## config.mk

```make
export PLATFORM = sky130hd
export DESIGN_NAME = steady_state_kalman_2state
export DESIGN_NICKNAME = d
export VERILOG_FILES = /design/src/rtl/skk_pkg.sv /design/src/rtl/skk_ctrl.sv /design/src/rtl/skk_dp.sv /design/src/rtl/steady_state_kalman_2state.sv
export SDC_FILE = /design/constraint.sdc
export NUM_CORES = 2
export LEC_CHECK = 0
export BUFFER_PORTS_ARGS = -buffer_cell sky130_fd_sc_hd__buf_2
export CORE_MARGIN = 5
export CORE_UTILIZATION = 40
export CTS_CLUSTER_DIAMETER = 80
export DETAILED_ROUTE_END_ITERATION = 6
export HOLD_SLACK_MARGIN = 0.02
export PLACE_DENSITY_LB_ADDON = 0.3
export SYNTH_ARGS = -nofsm -noshare
export SYNTH_HDL_FRONTEND = slang
export SYNTH_SLANG_ARGS = --single-unit
export TNS_END_PERCENT = 5
```

## constraint.sdc

```tcl
create_clock -name clk -period 17.7 [get_ports clk]
set_input_delay 0 -clock clk [delete_from_list [all_inputs] [get_ports clk]]
set_output_delay 0 -clock clk [all_outputs]
set_load 0.03 [all_outputs]
```

## src/rtl/skk_pkg.sv

```systemverilog
// Shared constants, command encodings and controller states for the 2-state Kalman estimator.
package skk_pkg;

	localparam int DW     = 32;            // datapath word width
	localparam int FRAC   = 24;            // fraction bits
	localparam int IO_W   = 32;            // width of stream fields
	localparam int CFG_W  = 64;            // config register width
	localparam int HALF_W = CFG_W / 2;     // one packed coefficient slot
	localparam int IDX_W  = 3;             // config index width
	localparam int PROD_W = 2 * DW;        // full product
	localparam int SH_W   = PROD_W - FRAC; // product after the fraction shift
	localparam int ACC_W  = SH_W + 2;      // three-term sum without overflow

	typedef enum logic [IDX_W-1:0] {
		REG_A_ROW0     = 3'd0,
		REG_A_ROW1     = 3'd1,
		REG_B          = 3'd2,
		REG_C          = 3'd3,
		REG_K          = 3'd4,
		REG_INIT_STATE = 3'd5
	} reg_idx_t;

	typedef enum logic [3:0] {
		MUL_NONE,
		MUL_C0_X0,
		MUL_C1_X1,
		MUL_K0_E,
		MUL_K1_E,
		MUL_A00_XC0,
		MUL_A01_XC1,
		MUL_B0_U,
		MUL_A10_XC0,
		MUL_A11_XC1,
		MUL_B1_U
	} mul_sel_t;

	typedef enum logic [2:0] {
		ACC_HOLD,
		ACC_LOAD,
		ACC_ADD,
		ACC_INNOV,
		ACC_X0,
		ACC_X1
	} acc_op_t;

	typedef enum logic [2:0] {
		SAVE_NONE,
		SAVE_E,
		SAVE_XC0,
		SAVE_XC1,
		SAVE_N0,
		SAVE_N1
	} save_t;

	typedef struct packed {
		logic     start;
		mul_sel_t mul_sel;
		acc_op_t  acc_op;
		save_t    save;
	} cmd_t;

	typedef enum logic [4:0] {
		ST_IDLE,
		ST_CX0,
		ST_CX1,
		ST_CXA,
		ST_INNOV,
		ST_E,
		ST_K0,
		ST_K1,
		ST_XC0,
		ST_XC1,
		ST_P01,
		ST_P0B,
		ST_P10,
		ST_P11,
		ST_P1B,
		ST_P1A,
		ST_DONE
	} ctrl_state_t;

endpackage

```

## src/rtl/skk_ctrl.sv

```systemverilog
// Sequencer: steps one request through the shared multiplier and accumulator.
module skk_ctrl (
	input  logic          clk,
	input  logic          arst_n,
	input  logic          in_valid,
	output logic          in_ready,
	output logic          out_valid,
	input  logic          out_ready,
	output skk_pkg::cmd_t cmd
);
	import skk_pkg::*;

	ctrl_state_t state_q, state_d;
	logic        out_valid_q;
	logic        out_free;

	assign out_free  = !out_valid_q || out_ready;
	assign in_ready  = (state_q == ST_IDLE);
	assign out_valid = out_valid_q;

	always_ff @(posedge clk or negedge arst_n) begin
		if (!arst_n) begin
			state_q     <= ST_IDLE;
			out_valid_q <= 1'b0;
		end else begin
			state_q <= state_d;
			if (cmd.save == SAVE_N1) begin
				out_valid_q <= 1'b1;
			end else if (out_ready) begin
				out_valid_q <= 1'b0;
			end
		end
	end

	always_comb begin
		state_d = state_q;
		unique case (state_q)
			ST_IDLE:  if (in_valid) state_d = ST_CX0;
			ST_CX0:   state_d = ST_CX1;
			ST_CX1:   state_d = ST_CXA;
			ST_CXA:   state_d = ST_INNOV;
			ST_INNOV: state_d = ST_E;
			ST_E:     state_d = ST_K0;
			ST_K0:    state_d = ST_K1;
			ST_K1:    state_d = ST_XC0;
			ST_XC0:   state_d = ST_XC1;
			ST_XC1:   state_d = ST_P01;
			ST_P01:   state_d = ST_P0B;
			ST_P0B:   state_d = ST_P10;
			ST_P10:   state_d = ST_P11;
			ST_P11:   state_d = ST_P1B;
			ST_P1B:   state_d = ST_P1A;
			ST_P1A:   state_d = ST_DONE;
			ST_DONE:  if (out_free) state_d = ST_IDLE;
			default:  state_d = ST_IDLE;
		endcase
	end

	// product is registered, so the accumulator consumes it in the state after the multiply
	always_comb begin
		cmd.start   = 1'b0;
		cmd.mul_sel = MUL_NONE;
		cmd.acc_op  = ACC_HOLD;
		cmd.save    = SAVE_NONE;
		unique case (state_q)
			ST_IDLE:  cmd.start = in_valid;
			ST_CX0:   cmd.mul_sel = MUL_C0_X0;
			ST_CX1: begin
				cmd.mul_sel = MUL_C1_X1;
				cmd.acc_op  = ACC_LOAD;
			end
			ST_CXA:   cmd.acc_op = ACC_ADD;
			ST_INNOV: cmd.acc_op = ACC_INNOV;
			ST_E:     cmd.save = SAVE_E;
			ST_K0:    cmd.mul_sel = MUL_K0_E;
			ST_K1: begin
				cmd.mul_sel = MUL_K1_E;
				cmd.acc_op  = ACC_X0;
			end
			ST_XC0: begin
				cmd.save   = SAVE_XC0;
				cmd.acc_op = ACC_X1;
			end
			ST_XC1: begin
				cmd.save    = SAVE_XC1;
				cmd.mul_sel = MUL_A00_XC0;
			end
			ST_P01: begin
				cmd.mul_sel = MUL_A01_XC1;
				cmd.acc_op  = ACC_LOAD;
			end
			ST_P0B: begin
				cmd.mul_sel = MUL_B0_U;
				cmd.acc_op  = ACC_ADD;
			end
			ST_P10: begin
				cmd.mul_sel = MUL_A10_XC0;
				cmd.acc_op  = ACC_ADD;
			end
			ST_P11: begin
				cmd.mul_sel = MUL_A11_XC1;
				cmd.save    = SAVE_N0;
				cmd.acc_op  = ACC_LOAD;
			end
			ST_P1B: begin
				cmd.mul_sel = MUL_B1_U;
				cmd.acc_op  = ACC_ADD;
			end
			ST_P1A:   cmd.acc_op = ACC_ADD;
			ST_DONE:  if (out_free) cmd.save = SAVE_N1;
			default:  cmd.start = 1'b0;
		endcase
	end

endmodule

```

## src/rtl/skk_dp.sv

```systemverilog
// Datapath: coefficients, state, one shared multiplier, saturating accumulator, result register.
module skk_dp (
	input  logic                        clk,
	input  logic                        arst_n,
	input  skk_pkg::cmd_t               cmd,
	input  logic                        cfg_we,
	input  logic [skk_pkg::IDX_W-1:0]   cfg_index,
	input  logic [skk_pkg::CFG_W-1:0]   cfg_data,
	input  logic [skk_pkg::IO_W-1:0]    drive_input,
	input  logic [skk_pkg::IO_W-1:0]    measurement,
	output logic [skk_pkg::IO_W-1:0]    estimate,
	output logic                        saturated
);
	import skk_pkg::*;

	logic signed [DW-1:0]     a00_q, a01_q, a10_q, a11_q, b0_q, b1_q, c0_q, c1_q, k0_q, k1_q;
	logic signed [DW-1:0]     x0_q, x1_q;
	logic signed [DW-1:0]     u_q, y_q, e_q, xc0_q, xc1_q, n0_q;
	logic signed [DW-1:0]     op_a, op_b;
	logic signed [PROD_W-1:0] prod_q;
	logic signed [SH_W-1:0]   prod_sh;
	logic signed [ACC_W-1:0]  acc_q, acc_d;
	logic signed [DW-1:0]     acc_sat;
	logic                     acc_clip;
	logic                     sat_q;
	logic [IO_W-1:0]          out_data_q;
	logic                     out_sat_q;

	assign estimate  = out_data_q;
	assign saturated = out_sat_q;

	// floor shift: drop the fraction bits of the full product
	assign prod_sh = $signed(prod_q[PROD_W-1:FRAC]);

	// clipped when the sign position and the bits above it disagree
	assign acc_clip = !((&acc_q[ACC_W-1:DW-1]) || !(|acc_q[ACC_W-1:DW-1]));
	assign acc_sat  = acc_clip ? $signed({acc_q[ACC_W-1], {(DW-1){~acc_q[ACC_W-1]}}})
	                           : $signed(acc_q[DW-1:0]);

	always_ff @(posedge clk or negedge arst_n) begin
		if (!arst_n) begin
			a00_q <= '0; a01_q <= '0; a10_q <= '0; a11_q <= '0;
			b0_q  <= '0; b1_q  <= '0; c0_q  <= '0; c1_q  <= '0;
			k0_q  <= '0; k1_q  <= '0;
			x0_q  <= '0; x1_q  <= '0;
		end else if (cfg_we) begin
			unique case (cfg_index)
				REG_A_ROW0: begin
					a00_q <= cfg_data[DW-1:0];
					a01_q <= cfg_data[HALF_W +: DW];
				end
				REG_A_ROW1: begin
					a10_q <= cfg_data[DW-1:0];
					a11_q <= cfg_data[HALF_W +: DW];
				end
				REG_B: begin
					b0_q <= cfg_data[DW-1:0];
					b1_q <= cfg_data[HALF_W +: DW];
				end
				REG_C: begin
					c0_q <= cfg_data[DW-1:0];
					c1_q <= cfg_data[HALF_W +: DW];
				end
				REG_K: begin
					k0_q <= cfg_data[DW-1:0];
					k1_q <= cfg_data[HALF_W +: DW];
				end
				REG_INIT_STATE: begin
					x0_q <= cfg_data[DW-1:0];
					x1_q <= cfg_data[HALF_W +: DW];
				end
				default: ;
			endcase
		end else if (cmd.save == SAVE_N1) begin
			x0_q <= n0_q;
			x1_q <= acc_sat;
		end
	end

	always_comb begin
		op_a = '0;
		op_b = '0;
		case (cmd.mul_sel)
			MUL_C0_X0:   begin op_a = c0_q;  op_b = x0_q;  end
			MUL_C1_X1:   begin op_a = c1_q;  op_b = x1_q;  end
			MUL_K0_E:    begin op_a = k0_q;  op_b = e_q;   end
			MUL_K1_E:    begin op_a = k1_q;  op_b = e_q;   end
			MUL_A00_XC0: begin op_a = a00_q; op_b = xc0_q; end
			MUL_A01_XC1: begin op_a = a01_q; op_b = xc1_q; end
			MUL_B0_U:    begin op_a = b0_q;  op_b = u_q;   end
			MUL_A10_XC0: begin op_a = a10_q; op_b = xc0_q; end
			MUL_A11_XC1: begin op_a = a11_q; op_b = xc1_q; end
			MUL_B1_U:    begin op_a = b1_q;  op_b = u_q;   end
			default:     begin op_a = '0;    op_b = '0;    end
		endcase
	end

	always_comb begin
		case (cmd.acc_op)
			ACC_LOAD:  acc_d = ACC_W'(prod_sh);
			ACC_ADD:   acc_d = acc_q + ACC_W'(prod_sh);
			ACC_INNOV: acc_d = ACC_W'(y_q) - ACC_W'(acc_sat);
			ACC_X0:    acc_d = ACC_W'(x0_q) + ACC_W'(prod_sh);
			ACC_X1:    acc_d = ACC_W'(x1_q) + ACC_W'(prod_sh);
			default:   acc_d = acc_q;
		endcase
	end

	always_ff @(posedge clk or negedge arst_n) begin
		if (!arst_n) begin
			sat_q <= 1'b0;
		end else if (cmd.start) begin
			sat_q <= 1'b0;
		end else if (cmd.acc_op == ACC_INNOV || cmd.save != SAVE_NONE) begin
			sat_q <= sat_q | acc_clip;
		end
	end

	always_ff @(posedge clk) begin
		prod_q <= op_a * op_b;
		acc_q  <= acc_d;
		if (cmd.start) begin
			u_q <= $signed(drive_input[DW-1:0]);
			y_q <= $signed(measurement[DW-1:0]);
		end
		case (cmd.save)
			SAVE_E:   e_q   <= acc_sat;
			SAVE_XC0: xc0_q <= acc_sat;
			SAVE_XC1: xc1_q <= acc_sat;
			SAVE_N0:  n0_q  <= acc_sat;
			SAVE_N1: begin
				out_data_q <= IO_W'(n0_q);
				out_sat_q  <= sat_q | acc_clip;
			end
			default: ;
		endcase
	end

endmodule

```

## src/rtl/steady_state_kalman_2state.sv

```systemverilog
// Top level of the two-state steady-state Kalman estimator.
//
//  channel   signals                          contents
//  s_axis    tvalid tready tdata[63:0]        request: drive_input, measurement
//  m_axis    tvalid tready tdata[31:0] tuser  result: estimate, saturated flag
//  cfg       cfg_we cfg_index cfg_data[63:0]  coefficient / initial state writes
//
// A request is worked on alone: the input is closed from accept until its result is
// committed to the output register. All ten products share one registered 32x32
// multiplier, and each sum waits on the one before. A new request is taken in the
// cycle after the previous result is registered, while that result may still wait
// in the output register.
// A stalled output holds the controller in its final step. arst_n clears state
// and all coefficients to zero; writing initial_state loads the estimate state.
module steady_state_kalman_2state (
	input  logic                      clk,
	input  logic                      arst_n,
	input  logic                      s_axis_tvalid,
	output logic                      s_axis_tready,
	input  logic [63:0]               s_axis_tdata,   // [31:0] drive_input, [63:32] measurement
	output logic                      m_axis_tvalid,
	input  logic                      m_axis_tready,
	output logic [skk_pkg::IO_W-1:0]  m_axis_tdata,   // [31:0] estimate
	output logic                      m_axis_tuser,   // [0] saturated
	input  logic                      cfg_we,
	input  logic [skk_pkg::IDX_W-1:0] cfg_index,
	input  logic [skk_pkg::CFG_W-1:0] cfg_data
);
	import skk_pkg::*;

	cmd_t cmd;

	skk_ctrl u_ctrl (
		.clk       (clk),
		.arst_n    (arst_n),
		.in_valid  (s_axis_tvalid),
		.in_ready  (s_axis_tready),
		.out_valid (m_axis_tvalid),
		.out_ready (m_axis_tready),
		.cmd       (cmd)
	);

	skk_dp u_dp (
		.clk         (clk),
		.arst_n      (arst_n),
		.cmd         (cmd),
		.cfg_we      (cfg_we),
		.cfg_index   (cfg_index),
		.cfg_data    (cfg_data),
		.drive_input (s_axis_tdata[IO_W-1:0]),
		.measurement (s_axis_tdata[2*IO_W-1:IO_W]),
		.estimate    (m_axis_tdata),
		.saturated   (m_axis_tuser)
	);

	// an accepted request keeps the input closed while it is worked on
	a_busy_after_accept: assert property (@(posedge clk) disable iff (!arst_n)
		(s_axis_tvalid && s_axis_tready) |=> !s_axis_tready)
		else $error("input ready right after accept");

	// a result appears only from the final commit step
	a_result_from_commit: assert property (@(posedge clk) disable iff (!arst_n)
		$rose(m_axis_tvalid) |-> $past(cmd.save == SAVE_N1))
		else $error("result valid without commit");

	// after commit the block is open for the next request
	a_idle_after_commit: assert property (@(posedge clk) disable iff (!arst_n)
		(cmd.save == SAVE_N1) |=> (s_axis_tready && m_axis_tvalid))
		else $error("not idle with result after commit");

	// a request start only happens in the idle step
	a_start_when_ready: assert property (@(posedge clk) disable iff (!arst_n)
		cmd.start |-> (s_axis_tready && s_axis_tvalid))
		else $error("start outside of accept");

endmodule
```

# After elaboration in Yosys (flattened, before gate mapping)

Index checks and enable logic that the tools add are counted.
W data, S select, Z words.

Register bits after elaboration: 722
Word-level logic and storage cells: 126
Output and inout port bits: 35
Input port bits: 136

Bitwise gates (word level): 2
Multiply operators: 1
Equality and inequality tests: 44
Reductions and logical operators: 28
Mux-type cells: 22
Add/sub/neg operators: 4

Operators by type and width:

| kind                 | count |
|---|---|
| $pmux W32 S10        | 1 |
| $mux W32             | 7 |
| $pmux W42 S5         | 1 |
| $pmux W32 S6         | 1 |
| $pmux W5 S17         | 1 |
| $add A32 B40 Y41     | 2 |
| $mul A32 B32 Y64     | 1 |
| $add A42 B40 Y42     | 1 |
| $eq A5 B4 Y1 const B | 8 |
| $pmux W4 S10         | 1 |
| $sub A32 B32 Y33     | 1 |
| $pmux W3 S5          | 2 |
| $eq A5 B3 Y1 const B | 4 |
| $eq A3 B2 Y1 const B | 6 |
| $eq A3 B3 Y1 const B | 6 |
| $eq A4 B3 Y1 const B | 4 |
| $reduce_and A2 Y1    | 7 |
| $eq A4 B4 Y1 const B | 3 |
| $reduce_and A11 Y1   | 1 |
| $reduce_or A11 Y1    | 1 |
| $eq A5 B2 Y1 const B | 2 |
| $mux W5              | 2 |
| $eq A3 B1 Y1 const B | 3 |
| $eq A4 B2 Y1 const B | 2 |
| 19 further kinds     | 33 |

# Depth between registers and ports, before layout

Depth after elaboration: 8
Depth in mapped cells: 39
Depth with buffers taken out: 34

# Hierarchy

From an unflattened synthesis, not the netlist that was laid out.

Cells, all modules: 7082
Area total of the unflattened synthesis: 71303.4 um2

Modules (own cells, without submodules):

| module   | cells each | seq. area each (um2) | instances | area each (um2) |
|---|---|---|---|---|
| skk_dp   | 7020       | 18452.7              | 1         | 70765.4 |
| skk_ctrl | 62         | 150.1                | 1         | 538.0 |

# Least setup slack after synthesis

No wires, ideal clock.

Path kind: reg-to-reg
Start: reg u_ctrl.state_q[2]
End: reg u_dp.prod_q[59]
Setup slack: 7661 ps
Arrival: 9967 ps
Stages on the path, launching flop included: 34
Data required time: 17628 ps
Buffers on the path: 5
Library setup time: 72 ps
Path through: dfrtp_1 -> buf_4 -> or3b_1 -> buf_2 -> nor2_1 -> clkbuf_1 -> clkbuf_1 -> a22o_1 -> or4_1 -> clkbuf_1 -> nand2_1 -> fa_1 -> inv_1 -> fa_1 -> inv_1 -> fa_1 -> fa_1 -> fa_1 -> inv_1 -> fa_1 -> fa_1 -> fa_1 -> ha_1 -> a21oi_1 -> o21ai_0 -> nor4_1 -> nand4_1 -> a41o_1 -> a41o_1 -> a21oi_2 -> a41oi_1 -> a221o_1 -> a21oi_2 -> xnor2_1

Longest elaborated chain between the ends: 6

RTL lines:

| what                                       | RTL line       | text |
|---|---|---|
| start: declaration                         | skk_ctrl.sv:13 | `ctrl_state_t state_q, state_d;` |
| start signal: assignment                   | skk_ctrl.sv:26 | `state_q <= state_d;` |
| $eq A5 B4 Y1, or another cell as far along | skk_ctrl.sv:65 | `unique case (state_q)` |
| $pmux W4 S10 (*)                           | skk_ctrl.sv:65 |  |
| $eq A4 B3 Y1, or another cell as far along | skk_dp.sv:83   | `case (cmd.mul_sel)` |
| $reduce_or A2 Y1 (no source line)          | n/a            |  |
| $pmux W32 S6                               | skk_dp.sv:83   |  |
| $mul A32 B32 Y64 (*)                       | skk_dp.sv:120  | `prod_q <= op_a * op_b;` |
| end signal: assignment                     | skk_dp.sv:120  |  |
| end: declaration                           | skk_dp.sv:20   | `logic signed [PROD_W-1:0] prod_q;` |

Every way passes the cells marked *; elsewhere a longest branch is shown, timed or not.
A chain may end at the register's enable or synchronous reset.

# Worst setup path after layout

Start: reg u_ctrl.state_q[4]
End: reg u_dp.prod_q[62]

Same word-level chain as after synthesis.

==> qor.csv <==
stage;metric;value;unit
timing;worst clock skew;0.05883;ns
routing;1st-iter DRT viols;5232;
grt;initial antenna violation count;14;
clock_network;post-cts sizing count;0;
timing;hold_ws;0.04656;ns
logic_synthesis;Post-Syn Area;70720;um2
clock_network;TritonCTS Sinks;698;
placement;HPWL Detailed;191800;um
clock_network;clock root buffer;clkbuf_16;
routing;total wire length;251500;um
logic_synthesis;Netlist cell types;97;
setup_path;Worst R2R Path Depth;29;
cells_and_area;Largest Register;u_dp.acc_q;
timing;setup TNS;0;ns
grt;vias in the first global route;57202;
cells_and_area;number of flip-flops under the largest register name;42;
setup_path;Worst R2R Start;u_ctrl.state_q[4];
logic_synthesis;register bit total from synthesis;698;
placement;I/O Buffers;170;
cells_and_area;largest registers ranked by flip-flop count;u_dp.acc_q (42), u_dp.prod_q (40);
timing;worst-margin pin slew;1.260;ns
floorplanning;# IOs;171;
logic_synthesis;fraction of registers with async set/reset;56.02;%
cells_and_area;Layout fillers;16570;
cells_and_area;Layout area overhead;12.42;%
clock_network;Worst-path clk slew;0.06;ns
setup_path;biggest cell delay along the critical path;0.88;ns
routing;1st-pass router iterations;6;
routing;antenna-violating nets left;0;
cells_and_area;final design utilization;45.19;%
floorplanning;number of core rows;154;
floorplanning;CORE AREA;175900;um2
setup_path;Worst R2R Setup Slack;5.67;ns
setup_path;CP required;18.32;ns
floorplanning;Initial Util;40.20;%
setup_path;Worst setup SP type;flop;
timing;final setup violating endpoints;0;
placement;gp weighted congestion;0.9697;
logic_synthesis;syn nets;8529;
timing;Slew HR;15.82;%
grt;GRT overflow;0;
grt;global-route wire length before repair;373700;um
status;run status;finished, final reports clean;
logic_synthesis;top post-synthesis cells by area;fa_1 31%, dfrtp_1 14%, edfxtp_1 11%, inv_1 6.0%, ha_1 5.9%;
logic_synthesis;Seq/Total Area, Yosys;26.30;%
setup_path;worst path arrival time;12.65;ns
routing;Avg WL per Cell;26.11;um
routing;DR DRC count;0;
logic_synthesis;post-synth top area cell;fa_1;
floorplanning;Die H;430.5;um
clock_network;CTS tree;yes;
setup_path;cell repeated most along the worst path;fa_1;
logic_synthesis;Mapped Cells;6975;
logic_synthesis;Post-synth top flop;dfrtp_1;
run;max cap viols;0;
grt;GRT Util Overall;27.03;%
logic_synthesis;Synth top area share;30.71;%
clock_network;worst skew pair latency;0.75;ns
setup_path;Crit. End Element;flop;
logic_synthesis;EDFF count, synth;267;
timing;pins over their slew limit;0;
routing;drt via density;5.693;
logic_synthesis;YS warnings;0;
floorplanning;Die Area;185300;um2
cells_and_area;layout cell share with drive strength beyond 1;11.81;%
grt;largest net degree at the start of global routing;142;
timing;final worst path period share;67.99;%
setup_path;crit path max fanout;31;
clock_network;Max clock buf depth;3;
timing;fin crit period;12.03;ns
timing;fmax;0.08309;GHz
clock_network;cts bufs inserted;79;
setup_path;Max stage delay cell, worst path;nor4_1;
clock_network;Hold-fix buffers, CTS;197;
setup_path;worst reg2reg endpoint;u_dp.prod_q[62];
timing;RSZ-0062 raised after global routing;no;
clock_network;H-tree levels;3;
setup_path;worst setup path class;flop to flop;
cells_and_area;Nets;8778;
clock_network;postcts setup bufs;0;
timing;Final Hold Vio Count;0;
routing;via count;54848;
logic_synthesis;Avg Cell Area, Syn;10.14;um2
worst_hold_path;hold crit path type;primary input to async pin;
floorplanning;Die Width;430.5;um
cells by family after synthesis:
| kind of cell | after synthesis | share of synthesized area, % |
|---|---|---|
| AOI/OAI and AO/OA | 1018 | 9.886 |
| xor gates and xnor gates | 184 | 2.279 |
| adders and majority gates | 1418 | 36.60 |
| buffers and inverters | 1474 | 7.859 |
| DFF | 698 | 26.30 |
| muxes | 391 | 6.104 |
| and+or+nand+nor | 1792 | 10.97 |
how the worst max path moves through the flow:
stage,startpoint,end,cells past startpoint
2_1_floorplan,u_ctrl.state_q[2],u_dp.prod_q[59],33
3_3_place_gp,u_ctrl.state_q[4],u_dp.prod_q[62],33
3_5_place_dp,u_ctrl.state_q[4],u_dp.prod_q[62],29
4_1_cts,u_ctrl.state_q[4],u_dp.prod_q[62],29
5_1_grt,u_ctrl.state_q[4],u_dp.prod_q[62],33
6_report,u_ctrl.state_q[4],u_dp.prod_q[62],29
per-stage QoR:
step,std cells,worst slack [ns],cell area (um2)
2_1_floorplan,6975,7.661,70720
3_3_place_gp,9286,5.975,74710
3_5_place_dp,9286,5.995,74710
4_1_cts,9629,5.942,79490
5_1_grt,9631,5.293,79490
6_report,9635,5.665,79500
layout by cell type (no fill, tap or decap), types with 38 or more instances in the layout:
cell type / n
a222oi_1: 51
buf_2: 168
dfrtp_1: 391
xor2_1: 74
nand3_1: 60
nand2b_1: 38
ha_1: 333
mux2i_1: 69
xnor2_1: 110
dfxtp_1: 40
fa_1: 1085
a21o_1: 107
edfxtp_1: 267
dlygate4sd3_1: 196
a21oi_1: 310
a22oi_1: 71
nand2_1: 708
nor2_1: 674
clkbuf_16: 82
inv_1: 1124
nand4_1: 42
mux2_2: 321
buf_4: 148
a22o_1: 92
o21ai_0: 117
metal layers:
layer,global-route usage [%],routed length [um],vias to the layer above
met5,0,30,-
met4,13.68,15510,6
met3,4.442,19380,546
met2,43.78,117000,2495
met1,35.19,99580,28509
li1,-,-,23292
cells in the mapped netlist (all sizes together) (6+ instances only):
cell / count
inv: 1126
fa: 1085
nand2: 709
nor2: 686
dfrtp: 391
ha: 333
mux2: 322
a21oi: 313
clkbuf: 298
edfxtp: 267
o21ai: 122
xnor2: 110
a21o: 107
a22o: 92
xor2: 74
a22oi: 71
mux2i: 69
nand3: 62
a222oi: 51
buf: 49
nand4: 42
nor4: 42
nor3: 41
dfxtp: 40
nand2b: 38
or4: 36
o21bai: 34
a31oi: 28
and3: 24
a211oi: 23
or3: 22
nor2b: 21
and4: 20
o21a: 20
o211ai: 19
a221oi: 18
o22ai: 17
and2: 16
o221ai: 14
a2111oi: 9
o31ai: 9
or2: 9
a21boi: 6
worst max-delay path: cells and delay by family, from the launching register on:
kind,cells,cell delay [ns]
flops,1,0.66
compound gates,9,2.57
simple gates,7,3.08
xor+xnor,1,0.14
buf+inv,3,1.03
fa+ha+maj,9,4.39
layout make-up:
type / count / area, um2 / share of cell area (%)
Antenna cell: 6 / 15.01 / 0.01889
Multi-Input combinational cell: 4803 / 46960 / 59.07
Clock inverter: 37 / 496.7 / 0.6248
Tap cell: 2340 / 2928 / 3.683
Clock buffer: 109 / 2293 / 2.885
Sequential cell: 698 / 18600 / 23.40
Inverter: 1127 / 4230 / 5.321
Timing Repair Buffer: 515 / 3976 / 5.001
Power is left out: the tool's default activity adds up to more than one toggle a clock period on the data nets, which glitch-free logic cannot reach.
